File: config.mk
export PLATFORM = sky130hd
export DESIGN_NAME = mmc_regfile
export DESIGN_NICKNAME = d
export VERILOG_FILES = /design/src/rtl/core/mmc_pkg.sv /design/src/rtl/core/mmc_regfile.sv
export SDC_FILE = /design/constraint.sdc
export NUM_CORES = 1
export LEC_CHECK = 0
export BUFFER_PORTS_ARGS = -buffer_cell sky130_fd_sc_hd__buf_4
export CORE_ASPECT_RATIO = 1.2
export CORE_MARGIN = 10
export CORE_UTILIZATION = 45
export CTS_CLUSTER_DIAMETER = 120
export DETAILED_ROUTE_END_ITERATION = 16
export HOLD_SLACK_MARGIN = 0.06
export PLACE_DENSITY_LB_ADDON = 0.12
export SKIP_CTS_REPAIR_TIMING = 1
export SLEW_MARGIN = 20
export SYNTH_ARGS = -nofsm -noshare
export SYNTH_HDL_FRONTEND = slang
export SYNTH_SLANG_ARGS = --single-unit
export TNS_END_PERCENT = 1
File: constraint.sdc
create_clock -name clk -period 2.4 [get_ports clk]
set_input_delay 0.12 -clock clk [delete_from_list [all_inputs] [get_ports clk]]
set_output_delay 0.12 -clock clk [all_outputs]
set_load 0.02 [all_outputs]
File: src/rtl/core/mmc_pkg.sv
// Shared constants, opcodes and structures of the small MIPS core.
package mmc_pkg;

  // Memory and datapath geometry.
  localparam int MEM_BYTES = 2048;
  localparam int DATA_BASE = 800;
  localparam int CODE_BASE = 65536;
  localparam int MEM_AW    = $clog2(MEM_BYTES);
  localparam int BANKS     = 4;
  localparam int BANK_W    = $clog2(BANKS);
  localparam int ROWS      = MEM_BYTES / BANKS;
  localparam int ROW_AW    = MEM_AW - BANK_W;
  localparam int PC_W      = 16;
  localparam int CNT_W     = 10;
  localparam int REG_AW    = 5;
  localparam int NREGS     = 32;
  localparam int XLEN      = 32;

  // Item kinds.
  localparam logic OP_WRITE = 1'b0;
  localparam logic OP_STEP  = 1'b1;

  // Primary opcodes.
  localparam logic [5:0] OPC_SPECIAL = 6'h00;
  localparam logic [5:0] OPC_REGIMM  = 6'h01;
  localparam logic [5:0] OPC_J       = 6'h02;
  localparam logic [5:0] OPC_JAL     = 6'h03;
  localparam logic [5:0] OPC_BNE     = 6'h05;
  localparam logic [5:0] OPC_ADDI    = 6'h08;
  localparam logic [5:0] OPC_LW      = 6'h23;

  // Function codes under the special opcode.
  localparam logic [5:0] FN_SLL = 6'h00;
  localparam logic [5:0] FN_ADD = 6'h20;

  // Unified memory port: one read and one write address.
  typedef struct packed {
    logic              rd_en;
    logic [MEM_AW-1:0] rd_addr;
    logic              wr_en;
    logic [MEM_AW-1:0] wr_addr;
    logic [7:0]        wr_data;
  } umem_req_t;

  // Register file port: two reads and one write.
  typedef struct packed {
    logic              rd_en;
    logic [REG_AW-1:0] rs_addr;
    logic [REG_AW-1:0] rt_addr;
    logic              wr_en;
    logic [REG_AW-1:0] wr_addr;
    logic [XLEN-1:0]   wr_data;
  } rf_req_t;

  // One finished result.
  typedef struct packed {
    logic [PC_W-1:0]   pc_value;
    logic              dest_valid;
    logic [REG_AW-1:0] dest_reg;
    logic [XLEN-1:0]   dest_value;
    logic              halted;
  } result_t;

endpackage

File: src/rtl/core/mmc_regfile.sv
// General register file with two registered read ports and per-entry valid bits.
module mmc_regfile import mmc_pkg::*; (
  input  logic            clk,
  input  logic            rst,
  input  rf_req_t         req,
  output logic [XLEN-1:0] rs_data,
  output logic [XLEN-1:0] rt_data
);

  logic [XLEN-1:0]  rf_mem [NREGS];
  logic [NREGS-1:0] rf_valid;
  logic [XLEN-1:0]  rs_q;
  logic [XLEN-1:0]  rt_q;
  logic             rs_vld;
  logic             rt_vld;

  // An entry reads as zero until it has been written since reset.
  always_ff @(posedge clk) begin
    if (rst) begin
      rf_valid <= '0;
    end else if (req.wr_en) begin
      rf_valid[req.wr_addr] <= 1'b1;
    end
  end

  always_ff @(posedge clk) begin
    if (req.wr_en) begin
      rf_mem[req.wr_addr] <= req.wr_data;
    end
  end

  // Read data is held until the next read is issued.
  always_ff @(posedge clk) begin
    if (req.rd_en) begin
      rs_q   <= rf_mem[req.rs_addr];
      rt_q   <= rf_mem[req.rt_addr];
      rs_vld <= rf_valid[req.rs_addr];
      rt_vld <= rf_valid[req.rt_addr];
    end
  end

  assign rs_data = rs_vld ? rs_q : '0;
  assign rt_data = rt_vld ? rt_q : '0;

endmodule

Yosys cells after proc, flatten, opt, wreduce, memory -nomap -nowiden
Memory sizes are Yosys's and may differ from the RTL's. A register that Yosys moved wholly into a read port is not among the register bits.
Cells that the tools add are included.
Storage, ports and cells
  word-level logic and storage cells: 20
  input bits: 51
  bits in writable memories: 1024
  output and inout port bits: 64
  memories kept: 1
  register bits: 34
Cells by class
  mux-type cells: 10
  $lt $le $gt $ge: 4
  reduce and logical (&&, ||, !) cells: 1
  bitwise operators: 1
Memories
  rf_mem: words 32, width 32, rd ports 2, clocked after memory_dff 2, write ports 1, RTL line mmc_regfile.sv:10  | logic [XLEN-1:0] rf_mem [NREGS];
Operators by type and width (number)
  32-bit 2-to-1 mux: 2
  32-bit OR: 1
  5-bit by 6-bit less-than comparator with 1-bit output (second input constant): 3
  1-bit binary-select mux with 5-bit select: 2
  1-bit demux with 5-bit select: 1
  5-bit by 1-bit >= comparator with 1-bit output (second input constant): 1
  1-bit 2-to-1 mux: 5
  1-bit logical AND: 1

Depth between registers and ports, before layout
  depth in word-level cells: 5
  gate-level depth with buffers: 8
  gate-level depth less buffers: 5

Worst setup path before layout
OpenSTA, ideal clock, no wires.
  path type: input to register
  from: input req[32] in the netlist's numbering
  to: memory rf_mem[12][0], enable pin
  arrival time: 2163 ps
  setup time: 423 ps
  data required time: 1977 ps
  setup slack: -186 ps
  stages: 3
  buffers on the path: 1
  cell sequence: or3b_2 clkbuf_1 nor2_1
RTL lines
  from (decl): RTL line mmc_regfile.sv:5  | input rf_req_t req,
  to (decl): RTL line mmc_regfile.sv:10
No word-level cell before the write port.

Worst setup path in the final report
  from: register rs_vld
  to: output rs_data[18]
Between the ends
  longest elaborated chain between the ends: 1
Ends and longest elaborated chain
  from (decl): RTL line mmc_regfile.sv:14  | logic rs_vld;
  from (signal assigned): RTL line mmc_regfile.sv:37  | rs_vld <= rf_valid[req.rs_addr];
  32-bit 2-to-1 mux: RTL line mmc_regfile.sv:42  | assign rs_data = rs_vld ? rs_q : '0;
  to (decl): RTL line mmc_regfile.sv:6  | output logic [XLEN-1:0] rs_data,
No other way between the ends.

==> flow_metrics.tcl <==
set metrics [dict create \
    outcome "complete, no violations" \
    final_nets 3893 \
    p_clk_frac 0.411 \
    hold_path_class "in -> reg" \
    cellPowerDensity_nw_per_um2 727 \
    tightest_slew_ns 0.821 \
    cellLeakagePower_nw 22.6 \
    finalSetupViolCount 0 \
    netlist_instances 3633 \
    cts_tree "built" \
    num_rows 137 \
    period_minus_slack_ns 2.06 \
    path_clk_slew_ns 0.06 \
    antenna_found_initial 3 \
    crit_chain "buf_4, and2_1, buf_4" \
    final_common_cell "edfxtp_1" \
    die_x_microns 331 \
    rsz0062_at_grt "no" \
    setup_ws_ns 0.345 \
    cts.htree.levels 3 \
    die_h_microns 394 \
    place_congestion 0.844 \
    syn_to_final_growth_pct 16.4 \
    post_route_cells_drive_above_1_share 0.142 \
    dpl.hpwl_microns 97100 \
    grtUsageTotal 0.253 \
    root_buffer "clkbuf_16" \
    finalHoldViolCount 0 \
    cts_made_buffers 112 \
    cp-start-kind "register" \
    die_area_sq_um 131000 \
    fin_skew_ns 0.0218 \
    grt_pass1_vias 35058 \
    critPathMaxStageDelay_ns 0.40 \
    yosysWarningCount 0 \
    viasPerCell 6.33 \
    syn_nets 3684 \
    syn_avg_cell_area_sq_um 14.4 \
    switching_power_w 0.0104 \
    slew_headroom 0.451 \
    io_buffers 114 \
    antenna_cells 0 \
    cpMostUsedCell "buf_4" \
    required_ns 2.28 \
    ir_drop_uv 785 \
    setup.worst_path.end_class "primary output" \
    clock_sinks 1122 \
    ys_types 27 \
    pwr-share-comb 0.093 \
    maxSlewViolCount 0 \
    antenna_left 0 \
    pwr-share-seq 0.496 \
    wl_per_cell_microns 31.4 \
    clk_path_buf_depth 3 \
    sw_frac_of_total 0.234 \
    firstDrtPassIters 6 \
    via_count 34574 \
    ys_ff_latch 1122 \
    routed_wl_microns 172000 \
    drc_errors 0 \
    grt_pass1_wl_microns 245000 \
    crit_type "reg -> out" \
    post-route-util 0.526 \
    synthesis.area_sq_um 52400 \
    overflow 0 \
    grt_max_degree 59 \
    yosysSeqAreaShare 0.637 \
    initial_core_util 0.452 \
    slowest_stage "edfxtp_1" \
    io_pins 115 \
    max_cap_viol_count 0 \
    post-route-period-util 0.856 \
    cellInternalPower_w 0.0340 \
    pre_cts_ws_ns 0.365 \
    drtIter0Drc 3614 \
    core_area_sq_um 116000 \
    fmax_mhz 487 \
    final_cell_mix "edfxtp_1 (1,090), mux2i_1 (1,056), a22oi_1 (330), nand3_1 (233), buf_4 (233)" \
    insertion_delay_ns 0.73 \
    critPathMaxFanout 15 \
    holdWs_ns 0.107 \
    crit_arrival_ns 1.94 \
]
[cells by family (layout without fill, tap and decap cells)]
kind of cell / count (synthesis) / count (layout) / share of synthesized area
DFF: 1122 / 1122 / 0.637
and+or+nand+nor: 618 / 618 / 0.0566
buffers and inverters: 276 / 576 / 0.0298
AOI/OAI and AO/OA: 561 / 561 / 0.0749
muxes: 1056 / 1056 / 0.202
[flip-flops by register name (all words and copies together), names as in the netlist]
name	count
rs_vld	1
rf_valid	32
rf_mem	1024
rt_q	32
rt_vld	1
rs_q	32
[area by class of cell]
cell class | instances | area [sq um]
well taps | 1529 | 1910
repair buffers | 371 | 4140
flip-flops and latches | 1122 | 33400
fillers | 9647 | 54900
clock inverters | 72 | 802
clock buffers | 133 | 3010
multi-input cells | 2235 | 17800
[power groups by stage]
| stage | logic (W) | registers, W | clock network, W |
|---|---|---|---|
| floorplan | 0.00228 | 0.0224 | 0 |
| global placement | 0.00401 | 0.0224 | 0 |
| detailed placement | 0.00405 | 0.0224 | 0 |
| CTS | 0.00406 | 0.0220 | 0.0185 |
| global route | 0.00434 | 0.0220 | 0.0194 |
| finish | 0.00413 | 0.0220 | 0.0182 |
[metrics by stage]
step / setup TNS (ns) / std cells / power (W) / area, sq um
2_1_floorplan: -55.65 / 3633 / 0.0246 / 52400
3_3_place_gp: 0 / 5221 / 0.0264 / 56800
3_5_place_dp: 0 / 5221 / 0.0265 / 56800
4_1_cts: 0 / 5426 / 0.0446 / 60600
5_1_grt: 0 / 5462 / 0.0457 / 61000
6_report: 0 / 5462 / 0.0444 / 61000
[cells in the mapped netlist]
cell type  number  area share
dfxtp_1        32       0.012
mux2i_1      1056        0.20
nand2b_1        3     0.00036
nor3_1         33      0.0032
nand2_1       134      0.0096
a22o_1         66       0.011
buf_8           1     0.00029
clkbuf_1       95      0.0068
nand4_1        33      0.0039
and2_1         67      0.0080
nor2_1         99      0.0071
or3_1           1     0.00012
nor2b_1         5     0.00060
buf_2          82      0.0078
nor2_2          1     0.00012
buf_4          52      0.0075
a22oi_1       330       0.047
buf_1          16      0.0011
edfxtp_1     1090        0.62
clkbuf_4        2     0.00029
nand3b_1        5     0.00072
or2_2           1     0.00012
buf_6          28      0.0060
a21oi_1       132       0.013
a31oi_1        33      0.0039
nand3_1       233       0.022
or3b_2          3     0.00050
[layer usage]
layer	global-route usage	share of wire	vias up
li1	-	-	14774
met1	0.321	0.40	17925
met5	0	0	-
met4	0.107	0.042	0
met3	0.0368	0.065	356
met2	0.428	0.49	1519
[worst max-delay path, delay by kind of cell, from the launching register on]
kind / cells / cell delay (ns)
buffers and inverters: 2 / 0.54
and+or+nand+nor: 1 / 0.25
DFF: 1 / 0.40
[final timing paths]
kind                 startpoint            to  slack (ns)  cells after the start
hold reg to reg    rf_valid[15]  rf_valid[15]        0.50                      2
hold / removal          req[45]      rs_q[13]        0.11                      6
setup reg to reg  rf_mem[5][31]      rs_q[31]        0.83                      5
setup / recovery         rs_vld   rs_data[18]        0.34                      3
No activity file was read; power rests on OpenSTA's default activity.
