--- config.mk ---
export PLATFORM = sky130hd
export DESIGN_NAME = mmc_exec_flat
export DESIGN_NICKNAME = d
export VERILOG_FILES = /design/src/rtl/core/mmc_pkg.sv /design/src/rtl/core/mmc_stream_if.sv /design/src/rtl/core/mmc_exec.sv /design/src/flat_wrapper.sv
export SDC_FILE = /design/constraint.sdc
export NUM_CORES = 1
export LEC_CHECK = 0
export ABC_AREA = 1
export BUFFER_PORTS_ARGS = -buffer_cell sky130_fd_sc_hd__buf_2
export CORE_MARGIN = 3
export CORE_UTILIZATION = 35
export CTS_BUF_LIST = sky130_fd_sc_hd__clkbuf_2
export DETAILED_ROUTE_END_ITERATION = 10
export PLACE_DENSITY = 0.52
export SLEW_MARGIN = 20
export SYNTH_ARGS = -nofsm -noshare
export SYNTH_HDL_FRONTEND = slang
export SYNTH_SLANG_ARGS = --single-unit
--- constraint.sdc ---
create_clock -name clk -period 5.65 [get_ports clk]
set_input_delay 1.13 -clock clk [delete_from_list [all_inputs] [get_ports clk]]
set_output_delay 1.13 -clock clk [all_outputs]
set_load 0.02 [all_outputs]
--- src/rtl/core/mmc_pkg.sv ---
// Shared constants, opcodes and structures of the small MIPS core.
package mmc_pkg;

  // Memory and datapath geometry.
  localparam int MEM_BYTES = 2048;
  localparam int DATA_BASE = 800;
  localparam int CODE_BASE = 65536;
  localparam int MEM_AW    = $clog2(MEM_BYTES);
  localparam int BANKS     = 4;
  localparam int BANK_W    = $clog2(BANKS);
  localparam int ROWS      = MEM_BYTES / BANKS;
  localparam int ROW_AW    = MEM_AW - BANK_W;
  localparam int PC_W      = 16;
  localparam int CNT_W     = 10;
  localparam int REG_AW    = 5;
  localparam int NREGS     = 32;
  localparam int XLEN      = 32;

  // Item kinds.
  localparam logic OP_WRITE = 1'b0;
  localparam logic OP_STEP  = 1'b1;

  // Primary opcodes.
  localparam logic [5:0] OPC_SPECIAL = 6'h00;
  localparam logic [5:0] OPC_REGIMM  = 6'h01;
  localparam logic [5:0] OPC_J       = 6'h02;
  localparam logic [5:0] OPC_JAL     = 6'h03;
  localparam logic [5:0] OPC_BNE     = 6'h05;
  localparam logic [5:0] OPC_ADDI    = 6'h08;
  localparam logic [5:0] OPC_LW      = 6'h23;

  // Function codes under the special opcode.
  localparam logic [5:0] FN_SLL = 6'h00;
  localparam logic [5:0] FN_ADD = 6'h20;

  // Unified memory port: one read and one write address.
  typedef struct packed {
    logic              rd_en;
    logic [MEM_AW-1:0] rd_addr;
    logic              wr_en;
    logic [MEM_AW-1:0] wr_addr;
    logic [7:0]        wr_data;
  } umem_req_t;

  // Register file port: two reads and one write.
  typedef struct packed {
    logic              rd_en;
    logic [REG_AW-1:0] rs_addr;
    logic [REG_AW-1:0] rt_addr;
    logic              wr_en;
    logic [REG_AW-1:0] wr_addr;
    logic [XLEN-1:0]   wr_data;
  } rf_req_t;

  // One finished result.
  typedef struct packed {
    logic [PC_W-1:0]   pc_value;
    logic              dest_valid;
    logic [REG_AW-1:0] dest_reg;
    logic [XLEN-1:0]   dest_value;
    logic              halted;
  } result_t;

endpackage

--- src/rtl/core/mmc_stream_if.sv ---
// Request and result channel interfaces of the small MIPS core.
interface mmc_cmd_if import mmc_pkg::*; ();
  logic              valid;
  logic              ready;
  logic              op;
  logic [MEM_AW-1:0] mem_address;
  logic [7:0]        mem_byte;

  modport source (output valid, op, mem_address, mem_byte, input ready);
  modport sink   (input valid, op, mem_address, mem_byte, output ready);
endinterface


--- src/rtl/core/mmc_exec.sv ---
// Sequencer and execute datapath: fetch, register read, execute and load.
module mmc_exec import mmc_pkg::*; (
  input  logic             clk,
  input  logic             rst,
  input  logic             cfg_wr_en,
  input  logic [CNT_W-1:0] cfg_wr_data,
  mmc_cmd_if.sink          cmd,
  output umem_req_t        umem_req,
  input  logic [XLEN-1:0]  umem_word,
  output rf_req_t          rf_req,
  input  logic [XLEN-1:0]  rs_data,
  input  logic [XLEN-1:0]  rt_data,
  output logic             push,
  output result_t          push_res,
  input  logic             push_ok
);

  typedef enum logic [4:0] {
    S_IDLE  = 5'b00001,
    S_ISSUE = 5'b00010,
    S_FETCH = 5'b00100,
    S_EXEC  = 5'b01000,
    S_LOAD  = 5'b10000
  } state_t;

  localparam logic [PC_W-1:0]   CODE_BASE_LO = PC_W'(CODE_BASE);
  localparam logic [MEM_AW-1:0] DATA_BASE_LO = MEM_AW'(DATA_BASE);

  state_t            state;
  state_t            state_next;
  logic [CNT_W-1:0]  instruction_count;
  logic [PC_W-1:0]   pc;
  logic              it_op;
  logic [MEM_AW-1:0] it_addr;
  logic [7:0]        it_byte;
  logic [XLEN-1:0]   instr;

  logic              accept;
  logic              done;
  logic              instr_load;
  logic              halt_now;
  logic [PC_W-1:0]   pc_plus4;
  logic [5:0]        opc;
  logic [5:0]        fn;
  logic [REG_AW-1:0] rt;
  logic [REG_AW-1:0] rd;
  logic [4:0]        sh;
  logic [XLEN-1:0]   imm;
  logic [PC_W-1:0]   br_off;
  logic [PC_W-1:0]   jmp_pc;
  logic [MEM_AW-1:0] ld_addr;

  logic              ex_wr;
  logic [REG_AW-1:0] ex_reg;
  logic [XLEN-1:0]   ex_val;
  logic [PC_W-1:0]   ex_pc;
  logic              ex_load;

  logic              fin_wr;
  logic              fin_dest;
  logic [REG_AW-1:0] fin_reg;
  logic [XLEN-1:0]   fin_val;
  logic [PC_W-1:0]   fin_pc;

  // Instruction fields.
  assign opc      = instr[31:26];
  assign rt       = instr[20:16];
  assign rd       = instr[15:11];
  assign sh       = instr[10:6];
  assign fn       = instr[5:0];
  assign imm      = {{(XLEN-16){instr[15]}}, instr[15:0]};
  assign br_off   = {imm[PC_W-3:0], 2'b00};
  assign jmp_pc   = {instr[PC_W-3:0], 2'b00} - CODE_BASE_LO;
  assign ld_addr  = rs_data[MEM_AW-1:0] + imm[MEM_AW-1:0] + DATA_BASE_LO;
  assign pc_plus4 = pc + PC_W'(4);
  assign halt_now = pc[PC_W-1:2] >= (PC_W-2)'(instruction_count);

  // Execute: register result and next program counter of one instruction.
  always_comb begin
    ex_wr   = 1'b0;
    ex_reg  = rd;
    ex_val  = rs_data + rt_data;
    ex_pc   = pc_plus4;
    ex_load = 1'b0;
    case (opc)
      OPC_SPECIAL: begin
        case (fn)
          FN_ADD: begin
            ex_wr  = 1'b1;
            ex_val = rs_data + rt_data;
          end
          FN_SLL: begin
            ex_wr  = 1'b1;
            ex_val = rt_data << sh;
          end
          default: ;
        endcase
      end
      OPC_REGIMM, OPC_JAL: begin
        ex_pc = pc;
      end
      OPC_J: begin
        ex_pc = jmp_pc;
      end
      OPC_BNE: begin
        if (rs_data != rt_data) begin
          ex_pc = pc_plus4 + br_off;
        end
      end
      OPC_ADDI: begin
        ex_wr  = 1'b1;
        ex_reg = rt;
        ex_val = rs_data + imm;
      end
      OPC_LW: begin
        ex_load = 1'b1;
      end
      default: ;
    endcase
  end

  // A new request is taken when idle or in the cycle that hands a result over.
  assign cmd.ready = (state == S_IDLE) || (done && push_ok);
  assign accept    = cmd.valid && cmd.ready;
  assign push      = done && push_ok;

  // Sequencer and memory requests.
  always_comb begin
    state_next = state;
    done       = 1'b0;
    instr_load = 1'b0;
    fin_pc     = pc;
    fin_wr     = 1'b0;
    fin_reg    = rt;
    fin_val    = umem_word;
    umem_req   = '0;
    rf_req     = '0;
    case (state)
      S_IDLE: ;
      S_ISSUE: begin
        if ((it_op == OP_WRITE) || halt_now) begin
          done             = 1'b1;
          umem_req.wr_en   = (it_op == OP_WRITE) && push_ok;
          umem_req.wr_addr = it_addr;
          umem_req.wr_data = it_byte;
        end else begin
          umem_req.rd_en   = 1'b1;
          umem_req.rd_addr = pc[MEM_AW-1:0];
          state_next       = S_FETCH;
        end
      end
      S_FETCH: begin
        rf_req.rd_en   = 1'b1;
        rf_req.rs_addr = umem_word[25:21];
        rf_req.rt_addr = umem_word[20:16];
        instr_load     = 1'b1;
        state_next     = S_EXEC;
      end
      S_EXEC: begin
        if (ex_load) begin
          umem_req.rd_en   = 1'b1;
          umem_req.rd_addr = ld_addr;
          state_next       = S_LOAD;
        end else begin
          done    = 1'b1;
          fin_pc  = ex_pc;
          fin_wr  = ex_wr;
          fin_reg = ex_reg;
          fin_val = ex_val;
        end
      end
      S_LOAD: begin
        done    = 1'b1;
        fin_pc  = pc_plus4;
        fin_wr  = 1'b1;
        fin_reg = rt;
        fin_val = umem_word;
      end
      default: state_next = S_IDLE;
    endcase

    if (push) begin
      state_next = accept ? S_ISSUE : S_IDLE;
    end else if ((state == S_IDLE) && accept) begin
      state_next = S_ISSUE;
    end

    fin_dest       = fin_wr && (fin_reg != '0);
    rf_req.wr_en   = push && fin_dest;
    rf_req.wr_addr = fin_reg;
    rf_req.wr_data = fin_val;
  end

  // Result of the item that completes this cycle.
  always_comb begin
    push_res.pc_value   = fin_pc;
    push_res.dest_valid = fin_dest;
    push_res.dest_reg   = fin_dest ? fin_reg : '0;
    push_res.dest_value = fin_dest ? fin_val : '0;
    push_res.halted     = fin_pc[PC_W-1:2] >= (PC_W-2)'(instruction_count);
  end

  // Control state.
  always_ff @(posedge clk) begin
    if (rst) begin
      state             <= S_IDLE;
      pc                <= '0;
      instruction_count <= '0;
    end else begin
      state <= state_next;
      if (push) begin
        pc <= fin_pc;
      end
      if (cfg_wr_en) begin
        instruction_count <= cfg_wr_data;
      end
    end
  end

  // Captured request and instruction word.
  always_ff @(posedge clk) begin
    if (accept) begin
      it_op   <= cmd.op;
      it_addr <= cmd.mem_address;
      it_byte <= cmd.mem_byte;
    end
    if (instr_load) begin
      instr <= umem_word;
    end
  end

endmodule

--- src/flat_wrapper.sv ---
// flat-port wrapper written by rule: the top's interface ports become plain ports
module mmc_exec_flat import mmc_pkg::*;
  (clk, rst, cfg_wr_en, cfg_wr_data, umem_req, umem_word, rf_req, rs_data, rt_data, push, push_res, push_ok, cmd_valid, cmd_op, cmd_mem_address, cmd_mem_byte, cmd_ready);
  mmc_cmd_if cmd_i ();
  input  logic clk;
  input  logic rst;
  input  logic cfg_wr_en;
  input  logic [CNT_W-1:0] cfg_wr_data;
  output umem_req_t umem_req;
  input  logic [XLEN-1:0] umem_word;
  output rf_req_t rf_req;
  input  logic [XLEN-1:0] rs_data;
  input  logic [XLEN-1:0] rt_data;
  output logic push;
  output result_t push_res;
  input  logic push_ok;
  input wire logic [$bits(cmd_i.valid)-1:0] cmd_valid;
  input wire logic [$bits(cmd_i.op)-1:0] cmd_op;
  input wire logic [$bits(cmd_i.mem_address)-1:0] cmd_mem_address;
  input wire logic [$bits(cmd_i.mem_byte)-1:0] cmd_mem_byte;
  output wire logic [$bits(cmd_i.ready)-1:0] cmd_ready;
  assign cmd_i.valid = cmd_valid;
  assign cmd_i.op = cmd_op;
  assign cmd_i.mem_address = cmd_mem_address;
  assign cmd_i.mem_byte = cmd_mem_byte;
  assign cmd_ready = cmd_i.ready;
  mmc_exec u_core (.clk(clk), .rst(rst), .cfg_wr_en(cfg_wr_en), .cfg_wr_data(cfg_wr_data), .cmd(cmd_i), .umem_req(umem_req), .umem_word(umem_word), .rf_req(rf_req), .rs_data(rs_data), .rt_data(rt_data), .push(push), .push_res(push_res), .push_ok(push_ok));
endmodule
# Word-level counts from Yosys, hierarchy flattened
# Cells that the tools add are included.
# Widths: inputs -> output; s select.
totals:
  ff_bits: 83
  input_bits: 131
  out_inout_bits: 138
  elab_cells: 82
op_classes:
  addsub: 6
  n_lt_le_gt_ge: 2
  eq_ne: 16
  shifts: 1
  mux: 34
  bitwise: 1
  n_reduce_logical: 15
op_table:
  columns: ["op", "n"]
  rows:
  - ["$mux 32", 4]
  - ["$add 32x32->32", 2]
  - ["$pmux 32 s2", 1]
  - ["$pmux 16 s3", 1]
  - ["$mux 20", 2]
  - ["$mux 5", 8]
  - ["$mux 16", 2]
  - ["$ne 32x32->1", 1]
  - ["$pmux 16 s2", 1]
  - ["$shl 32x5->32", 1]
  - ["$ge 14x10->1", 2]
  - ["$mux 12", 2]
  - ["$pmux 12 s2", 1]
  - ["$pmux 5 s4", 1]
  - ["$add 16x16->16", 1]
  - ["$add 16x3->16 const B", 1]
  - ["$eq 6x2->1 const B", 2]
  - ["$eq 6x6->1 const B", 2]
  - ["$logic_not 6->1", 2]
  - ["$add 11x10->11 const B", 1]
  - ["$add 11x11->11", 1]
  - ["$mux 11", 1]
  - ["$eq 6x1->1 const B", 1]
  - ["$eq 6x3->1 const B", 1]
  - ["19 further kinds", 33]

# Longest topological paths before layout
# Gate-level depths: netlist (run 1).
logic_depth:
  ltp_word: 10
  mapped_depth: 29
  ltp_nobuf: 29

# Worst setup path before layout (run 1)
# OpenSTA, ideal clock, no wires.
synth_path:
  path_type: "register -> output"
  start: "register u_core.state[0]"
  end: "output rf_req[38] in the netlist's numbering"
  t_arrival_ns: 4.159
  required_ns: 4.520
  setup_slack_ns: 0.361
  path_stages_with_launch: 7
  path_buffers: 1
  cell_sequence: "dfxtp_1 nor2_4 inv_1 nor4_1 inv_1 clkbuf_1 nor2_1"
synth_lines:
  columns: ["element", "line", "text"]
  rows:
  - ["start, declared", "mmc_exec.sv:29", "state_t state;"]
  - ["start signal, assigned", "mmc_exec.sv:210", "state <= state_next;"]
  - ["end, declared", "flat_wrapper.sv:11", "output rf_req_t rf_req;"]

==> impl_metrics.ini, run 1 <==
[yosys]
synthTopCellsByArea = nand2_1 (19%), nand3_1 (13%), edfxtp_1 (11%)
ys_warn_count = 0
syn_inst = 2409
synth.most_common_cell = nand2_1
ys_seq_area_share_pct = 15.2
syn_area_sq_um = 13400
async_flop_share_pct = 0
synth_ff_type = edfxtp_1
yosys_register_bits = 78
synth_top_area_share_pct = 19.3
synth_edf_count = 47
synth_cell_types = 47
synth_area_per_cell_sq_um = 5.57
yosys.area.top_type = nand2_1
yosys-top-cells-count = nand2_1 (689), inv_1 (351), nand3_1 (339)
syn-num-nets = 2658

[sta]
hold_viol_final = 0
rsz0062_at_grt = true
finalCritPeriodShare_pct = 97.9
setup_violations = 0
max_freq_ghz = 0.181
finClkSkew_ns = 0.0954
worst_pin_slew_ns = 0.893
drv_slew = 0
fin_crit_ns = 5.53
max_slew_margin_pct = 39.8
hold_slack_ns = 0.471

[detailed_routing]
wirelength_microns = 69900
ant_nets = 0
route.detailed.drc = 0
via_per_inst = 5.36
drt_iter0_drc = 1628
wire_per_inst_microns = 21.5
drtPass1Iterations = 6
vias = 17400

[setup_path]
critPathCaptureType = primary output
arrival_ns = 4.40
crit_required_ns = 4.52
worstSetupPathType = input pin to primary output
critPathLaunchType = input pin
reg2regPathDepth = 14
worst_path_max_delay_cell = ha_2
crit_path_frequent_cell = nand2_1
crit_path_max_fanout = 4
critPathMaxStageDelay_ns = 0.34

[cells_and_area]
drive_gt1_share_pct = 16.6
nets = 2970
area.growth.synth_to_final_pct = 20.7
fin_area_sq_um = 16200

[cts]
cts_buffers = 9
clk_latency_ns = 0.73
path_clk_slew_ns = 0.23
tritoncts = done
h-tree-depth = 3
clockRootBuffer = clkbuf_2
cts_buffer_depth = 2
clkSinkCount = 78

[status]
status = completed

[power_and_ir_drop]
combPwrFrac_pct = 44.3
swShare_pct = 43.8
clockPowerShare_pct = 21.2
seq_power_share_pct = 34.4
ir_drop_mv = 0.0976
power.density_nw_per_um2 = 119
p_total_w = 0.00192
p_int_w = 0.00108
leakage_nw = 8.81
p_switching_w = 0.000841

[placed_design]
port_buffers = 268
place_congestion = 1.02
dpl_cell_area_sq_um = 15700
dp_hpwl_microns = 59100

[global_route]
grt-ovfl-total = 0
antenna_found_initial = 5
track_usage_pct = 33.3
grt_pass1_vias = 16200
grt_max_degree = 36
grt_pass1_wl_microns = 103000

[min_path]
holdPathStages = 2
hold_class = flop to flop

[floorplanning]
die_w_microns = 202
start_util_pct = 35.5
ioPinCount = 269
fp-row-count = 71
dieArea_sq_um = 40700
core-area_sq_um = 37800
die_y_microns = 202

[run]
max_cap_violations = 0
[worst paths after layout]
path | start | endpoint | slack, ns
max | rs_data[0] | push_res[0] | 0.12
min reg2reg | u_core.pc[1]$_SDFFE_PP0P_ | u_core.pc[1]$_SDFFE_PP0P_ | 0.47
max reg2reg | u_core.pc[2]$_SDFFE_PP0P_ | u_core.it_addr[3]$_DFFE_PP_ | 1.60
min | u_core.pc[1]$_SDFFE_PP0P_ | u_core.pc[1]$_SDFFE_PP0P_ | 0.47
[timing repair]
item,4_1_cts,5_1_grt
endpoints found under the setup margin,1,26
resized for setup,13,31
pin swaps,0,13
setup buffers,0,20
hold buffers,0,0
[critical path, delay by kind of cell]
| kind | cells | cell delay (ns) |
|---|---|---|
| AOI/OAI and AO/OA | 4 | 0.51 |
| adders and majority gates | 2 | 0.60 |
| buffers and inverters | 4 | 0.49 |
| and+or+nand+nor | 20 | 1.69 |
[through the flow]
step / worst slack (ns) / setup TNS (ns) / util (%) / cells
2_1_floorplan: 0.361 / 0 / - / 2409
6_report: 0.118 / 0 / 42.9 / 3243
3_3_place_gp: 0.0749 / 0 / 41.6 / 3201
4_1_cts: 0.00632 / 0 / 42.1 / 3217
5_1_grt: -0.168 / -0.181 / 42.9 / 3239
3_5_place_dp: 0.0998 / 0 / 41.6 / 3201
[cell type report]
type	count	area (sq um)
Inverter	363	1370
Timing Repair Buffer	365	2090
Fill cell	4302	21600
Sequential cell	78	2050
Antenna cell	6	15.0
Tap cell	511	639
Clock inverter	7	93.8
Clock buffer	9	45.0
Multi-Input combinational cell	1904	9880
[cells by family after synthesis]
family / synth area share (%)
xor+xnor: 1.57
fa+ha+maj: 11.6
simple gates: 45.2
buf+inv: 12.2
compound gates: 14.3
flops: 15.2
[per-layer routing]
layer	wire [microns]	vias to the layer above	track usage, %
li1	-	8521	-
met4	3140	0	13.0
met2	31100	762	53.5
met3	5230	104	5.29
met5	0	-	0
met1	30400	7988	44.7
[power groups by stage]
| stage | logic (W) | registers [W] | clock network, W |
|---|---|---|---|
| finish | 0.000852 | 0.000662 | 0.000408 |
| global route | 0.000945 | 0.000665 | 0.000435 |
| CTS | 0.000832 | 0.000662 | 0.000418 |
| detailed placement | 0.000827 | 0.000675 | 0 |
| global placement | 0.000824 | 0.000674 | 0 |
| floorplan | 0.000515 | 0.000670 | 0 |
[placed cells by master (no fill, tap or decap), drive strengths merged, types with 13 or more instances in the layout]
cell type / instances
o21ai: 131
and2: 15
dfxtp: 31
nor2: 259
inv: 362
edfxtp: 47
nand2: 691
ha: 108
nor3: 37
a21oi: 161
o22ai: 15
xor2: 14
buf: 365
o21bai: 13
or2: 17
nand4: 40
nand3: 339
[flip-flops by register name (all words and copies together), names as in the netlist]
signal	flops
u_core.instr	27
u_core.pc	16
u_core.it_addr	11
u_core.instruction_count	10
u_core.it_byte	8
u_core.state	5
u_core.it_op	1
Power figures use the tool's default switching activity.
==> run 2, diff against run 1 <==
Settings changed: CTS_BUF_LIST sky130_fd_sc_hd__clkbuf_2 to unset, CTS_CLUSTER_DIAMETER set to 200, PLACE_DENSITY 0.52 to unset.
==> impl_metrics.ini, run 2 (synthesis results as in run 1) <==
[cts]
path_clk_slew_ns = 0.06
clk_latency_ns = 0.36
cts_buffers = 9
clkSinkCount = 78
clockRootBuffer = clkbuf_16
cts_buffer_depth = 2
tritoncts = done
cts.hold.buffers_added = 0
h-tree-depth = 3

[floorplanning]
die_y_microns = 202
dieArea_sq_um = 40700
fp-row-count = 71
start_util_pct = 35.5
die_w_microns = 202
ioPinCount = 269
core-area_sq_um = 37800

[cells_and_area]
largest_register_ffs = 27
fillers = 4257
nets = 2960
top_regs = u_core.instr (27), u_core.pc (16), u_core.it_addr (11)
regMostFlops = u_core.instr
area.growth.synth_to_final_pct = 23.2
layout_common_cells = nand2_1 (683), inv_1 (347), nand3_1 (335)
drive_gt1_share_pct = 17.3
stdcell_count = 3230
finalCoreUtilization_pct = 43.8
final_common_cell = nand2_1

[setup_path]
regToRegSetupSlack_ns = 1.85
critPathCaptureType = primary output
critPathMaxStageDelay_ns = 0.28
critPathLaunchType = input pin
crit_required_ns = 4.52
crit_path_frequent_cell = nand2_1
worstSetupPathType = input pin to primary output
worst_path_max_delay_cell = ha_4
crit_path_max_fanout = 4
arrival_ns = 4.39

[detailed_routing]
wirelength_microns = 71700
ant_nets = 0
drtPass1Iterations = 6
route.met2.wl_microns = 31600
drt_iter0_drc = 1882
via_per_inst = 5.52
vias = 17800
route.detailed.drc = 0
met1_length_microns = 30500
met3_length_microns = 5970
highest_layer = met5
wire_per_inst_microns = 22.2

[min_path]
hold_class = flop to flop

[placed_design]
place_congestion = 0.998
dp_hpwl_microns = 60200
dp_cells = 3207
port_buffers = 268

[power_and_ir_drop]
p_switching_w = 0.000893
p_int_w = 0.00135
seq_power_share_pct = 29.6
power.density_nw_per_um2 = 136
leakage_nw = 8.81
swShare_pct = 39.8
combPwrFrac_pct = 40.1
clockPowerShare_pct = 30.2
ir_drop_mv = 0.145

[sta]
setup_tns_ns = 0
finClkSkew_ns = 0.0152
finalCritPeriodShare_pct = 97.7
max_freq_ghz = 0.181
hold_viol_final = 0
worst_pin_slew_ns = 0.827
setup_violations = 0
max_slew_margin_pct = 44.8
hold_slack_ns = 0.467
fin_crit_ns = 5.52
drv_slew = 0

[global_route]
grt_max_degree = 36
grt-ovfl-total = 0
antenna_found_initial = 7
grt_pass1_wl_microns = 105000
track_usage_pct = 33.8
grt_pass1_vias = 16600

[status]
status = completed

[run]
max_cap_violations = 0
## run 2: what timing repair did
item / in CTS / in global routing
gates resized for setup: 2 / 74
endpoints found under the setup margin: 1 / 1
pin swaps: 0 / 30
setup buffers: 0 / 4
## run 2: cell type report
cell class,instances,area (sq um),share of cell area [%]
Sequential cell,78,2040,12.3
Tap cell,511,639,3.87
Timing Repair Buffer,355,2040,12.3
Inverter,363,1360,8.25
Antenna cell,3,7.51,0.0454
Clock buffer,10,229,1.39
Clock inverter,6,92.6,0.560
Multi-Input combinational cell,1904,10100,61.2
## run 2: worst paths after layout
| kind | startpoint | endpoint | cells past startpoint |
|---|---|---|---|
| max reg2reg | u_core.pc[2]$_SDFFE_PP0P_ | u_core.it_addr[3]$_DFFE_PP_ | 13 |
| min | u_core.pc[1]$_SDFFE_PP0P_ | u_core.pc[1]$_SDFFE_PP0P_ | 2 |
| min reg2reg | u_core.pc[1]$_SDFFE_PP0P_ | u_core.pc[1]$_SDFFE_PP0P_ | 2 |
| max | rt_data[0] | push_res[0] | 30 |
## run 2: critical path: cells and delay by family
| family | cells | cell delay, ns |
|---|---|---|
| simple gates | 20 | 1.78 |
| compound gates | 4 | 0.53 |
| buf+inv | 4 | 0.47 |
| fa+ha+maj | 2 | 0.47 |
## run 2: power groups by stage
stage          clock network [W]  registers, W  logic [W]
2_1_floorplan                  0      0.000670   0.000515
3_3_place_gp                   0      0.000674   0.000833
3_5_place_dp                   0      0.000675   0.000839
4_1_cts                 0.000683      0.000663   0.000845
5_1_grt                 0.000701      0.000666   0.000987
6_report                0.000678      0.000663   0.000900
## run 2: layer usage
layer  up-vias  GRT usage (%)
met5         -              0
met4         4           15.4
met3       141           5.00
met2       908           53.5
met1      8296           45.4
li1       8496              -
## run 2: stage by stage
step	cell area (sq um)	setup WS, ns	total power [W]
after global routing	16500	-0.0795	0.00235
after floorplan	13400	0.361	0.00118
after global placement	15800	0.0544	0.00151
after CTS	16100	0.0129	0.00219
final	16500	0.129	0.00224
after detailed placement	15800	0.0000488	0.00151
==> run 3, diff against run 2 <==
Clock period 5.65 ns to 4.6 ns, I/O delays scaled along.
==> impl_metrics.ini, run 3 (synthesis results as in run 1) <==
[sta]
finClkSkew_ns = 0.0195
max_slew_margin_pct = 45.8
worst_pin_slew_ns = 0.812
finalCritPeriodShare_pct = 109
max_freq_ghz = 0.199
hold_viol_final = 0
fin_crit_ns = 5.01
finalWorstSetupSlack_ns = -0.414
rsz0062_at_grt = true
hold_slack_ns = 0.457
drv_slew = 0
setup_violations = 1

[cells_and_area]
multi_input_area_sq_um = 10200
fin_area_sq_um = 17400
top_regs = u_core.instr (27), u_core.pc (16), u_core.it_addr (11)
stdcell_count = 3347
fillers = 4129
final_common_cell = nand2_1
drive_gt1_share_pct = 21.0
regMostFlops = u_core.instr
nets = 3077
area.growth.synth_to_final_pct = 29.8
seq_area_sq_um = 2040
layout_common_cells = nand2_1 (683), inv_1 (347), nand3_1 (333)
largest_register_ffs = 27

[setup_path]
critPathMaxStageDelay_ns = 0.36
regToRegSetupSlack_ns = 1.07
critPathLaunchType = input pin
crit_required_ns = 3.68
arrival_ns = 4.09
crit_path_max_fanout = 4
worstSetupPathType = input pin to primary output
crit_path_frequent_cell = nand2_1
critPathCaptureType = primary output
worst_path_max_delay_cell = nor3_1

[cts]
cts_buffers = 9
clkSinkCount = 78
clockRootBuffer = clkbuf_16
h-tree-depth = 3
clk_latency_ns = 0.38
path_clk_slew_ns = 0.08
tritoncts = done
cts_buffer_depth = 2

[placed_design]
dpl_cell_area_sq_um = 16600
place_congestion = 1.03
dp_cells = 3323
port_buffers = 268
dp_hpwl_microns = 58400

[detailed_routing]
wire_per_inst_microns = 20.6
ant_nets = 0
vias = 18100
route.detailed.drc = 0
via_per_inst = 5.42
wirelength_microns = 69000
drt_iter0_drc = 1647
drtPass1Iterations = 8

[power_and_ir_drop]
leakage_nw = 9.36
clockPowerShare_pct = 27.1
power.density_nw_per_um2 = 157
combPwrFrac_pct = 43.1
p_switching_w = 0.00113
seq_power_share_pct = 29.8
swShare_pct = 41.3
p_int_w = 0.00160
ir_drop_mv = 0.151

[min_path]
hold_class = flop to flop

[floorplanning]
die_y_microns = 202
dieArea_sq_um = 40700
fp-row-count = 71
ioPinCount = 269
die_w_microns = 202
start_util_pct = 35.5
core-area_sq_um = 37800

[global_route]
antenna_found_initial = 4
grt_max_degree = 38
grt_pass1_wl_microns = 102000
track_usage_pct = 32.8
grt-ovfl-total = 0
grt_pass1_vias = 16900

[status]
violations = setup timing
status = finished, violations left

[run]
max_cap_violations = 0
run 3: critical path, delay by kind of cell:
| family | cells | cell delay [ns] |
|---|---|---|
| adders and majority gates | 2 | 0.50 |
| buffers and inverters | 5 | 0.60 |
| and+or+nand+nor | 18 | 1.63 |
| AOI/OAI and AO/OA | 4 | 0.41 |
run 3: final timing paths:
| kind | endpoint | start | cells after the start |
|---|---|---|---|
| worst min-delay path | u_core.pc[0]$_SDFFE_PP0P_ | u_core.pc[0]$_SDFFE_PP0P_ | 2 |
| worst min register to register | u_core.pc[0]$_SDFFE_PP0P_ | u_core.pc[0]$_SDFFE_PP0P_ | 2 |
| worst max-delay path | push_res[0] | rs_data[28] | 29 |
| worst max register to register | u_core.it_op$_DFFE_PP_ | u_core.pc[2]$_SDFFE_PP0P_ | 14 |
run 3: what timing repair did:
action,in CTS,in global routing
gates resized for setup,34,58
hold buffers,0,0
pin swaps,8,33
setup buffers,0,5
setup endpoints to repair,1,20
run 3: through the flow:
| step | setup slack, ns | power [W] | setup TNS [ns] | utilization (%) |
|---|---|---|---|---|
| floorplan | 0.0177 | 0.00146 | 0 | - |
| global placement | -0.677 | 0.00192 | -0.677 | 44.1 |
| detailed placement | -0.697 | 0.00193 | -0.697 | 44.1 |
| CTS | -0.402 | 0.00270 | -0.402 | 45.3 |
| global route | -0.629 | 0.00289 | -0.629 | 46.1 |
| finish | -0.414 | 0.00273 | -0.414 | 46.1 |
run 3: power by group through the flow:
stage                     Sequential [W]  Clock (W)  Combinational [W]
final                           0.000814   0.000738            0.00118
after detailed placement        0.000828          0            0.00110
after global routing            0.000817   0.000776            0.00129
after CTS                       0.000813   0.000755            0.00113
after floorplan                 0.000822          0           0.000633
after global placement          0.000826          0            0.00109
run 3: cell type report:
class                   instances  area share [%]
repair buffers                472            16.7
multi-input cells            1904            58.4
flip-flops and latches         78            11.7
well taps                     511            3.67
diodes                          3          0.0431
clock inverters                 7           0.324
inverters                     363            7.83
clock buffers                   9            1.29
run 3: routing by layer:
| metal | share of wire [%] | GRT usage, % |
|---|---|---|
| met5 | 0.036 | 0 |
| met1 | 43 | 43.8 |
| met2 | 44 | 52.6 |
| met3 | 8.3 | 5.37 |
| met4 | 4.9 | 13.8 |
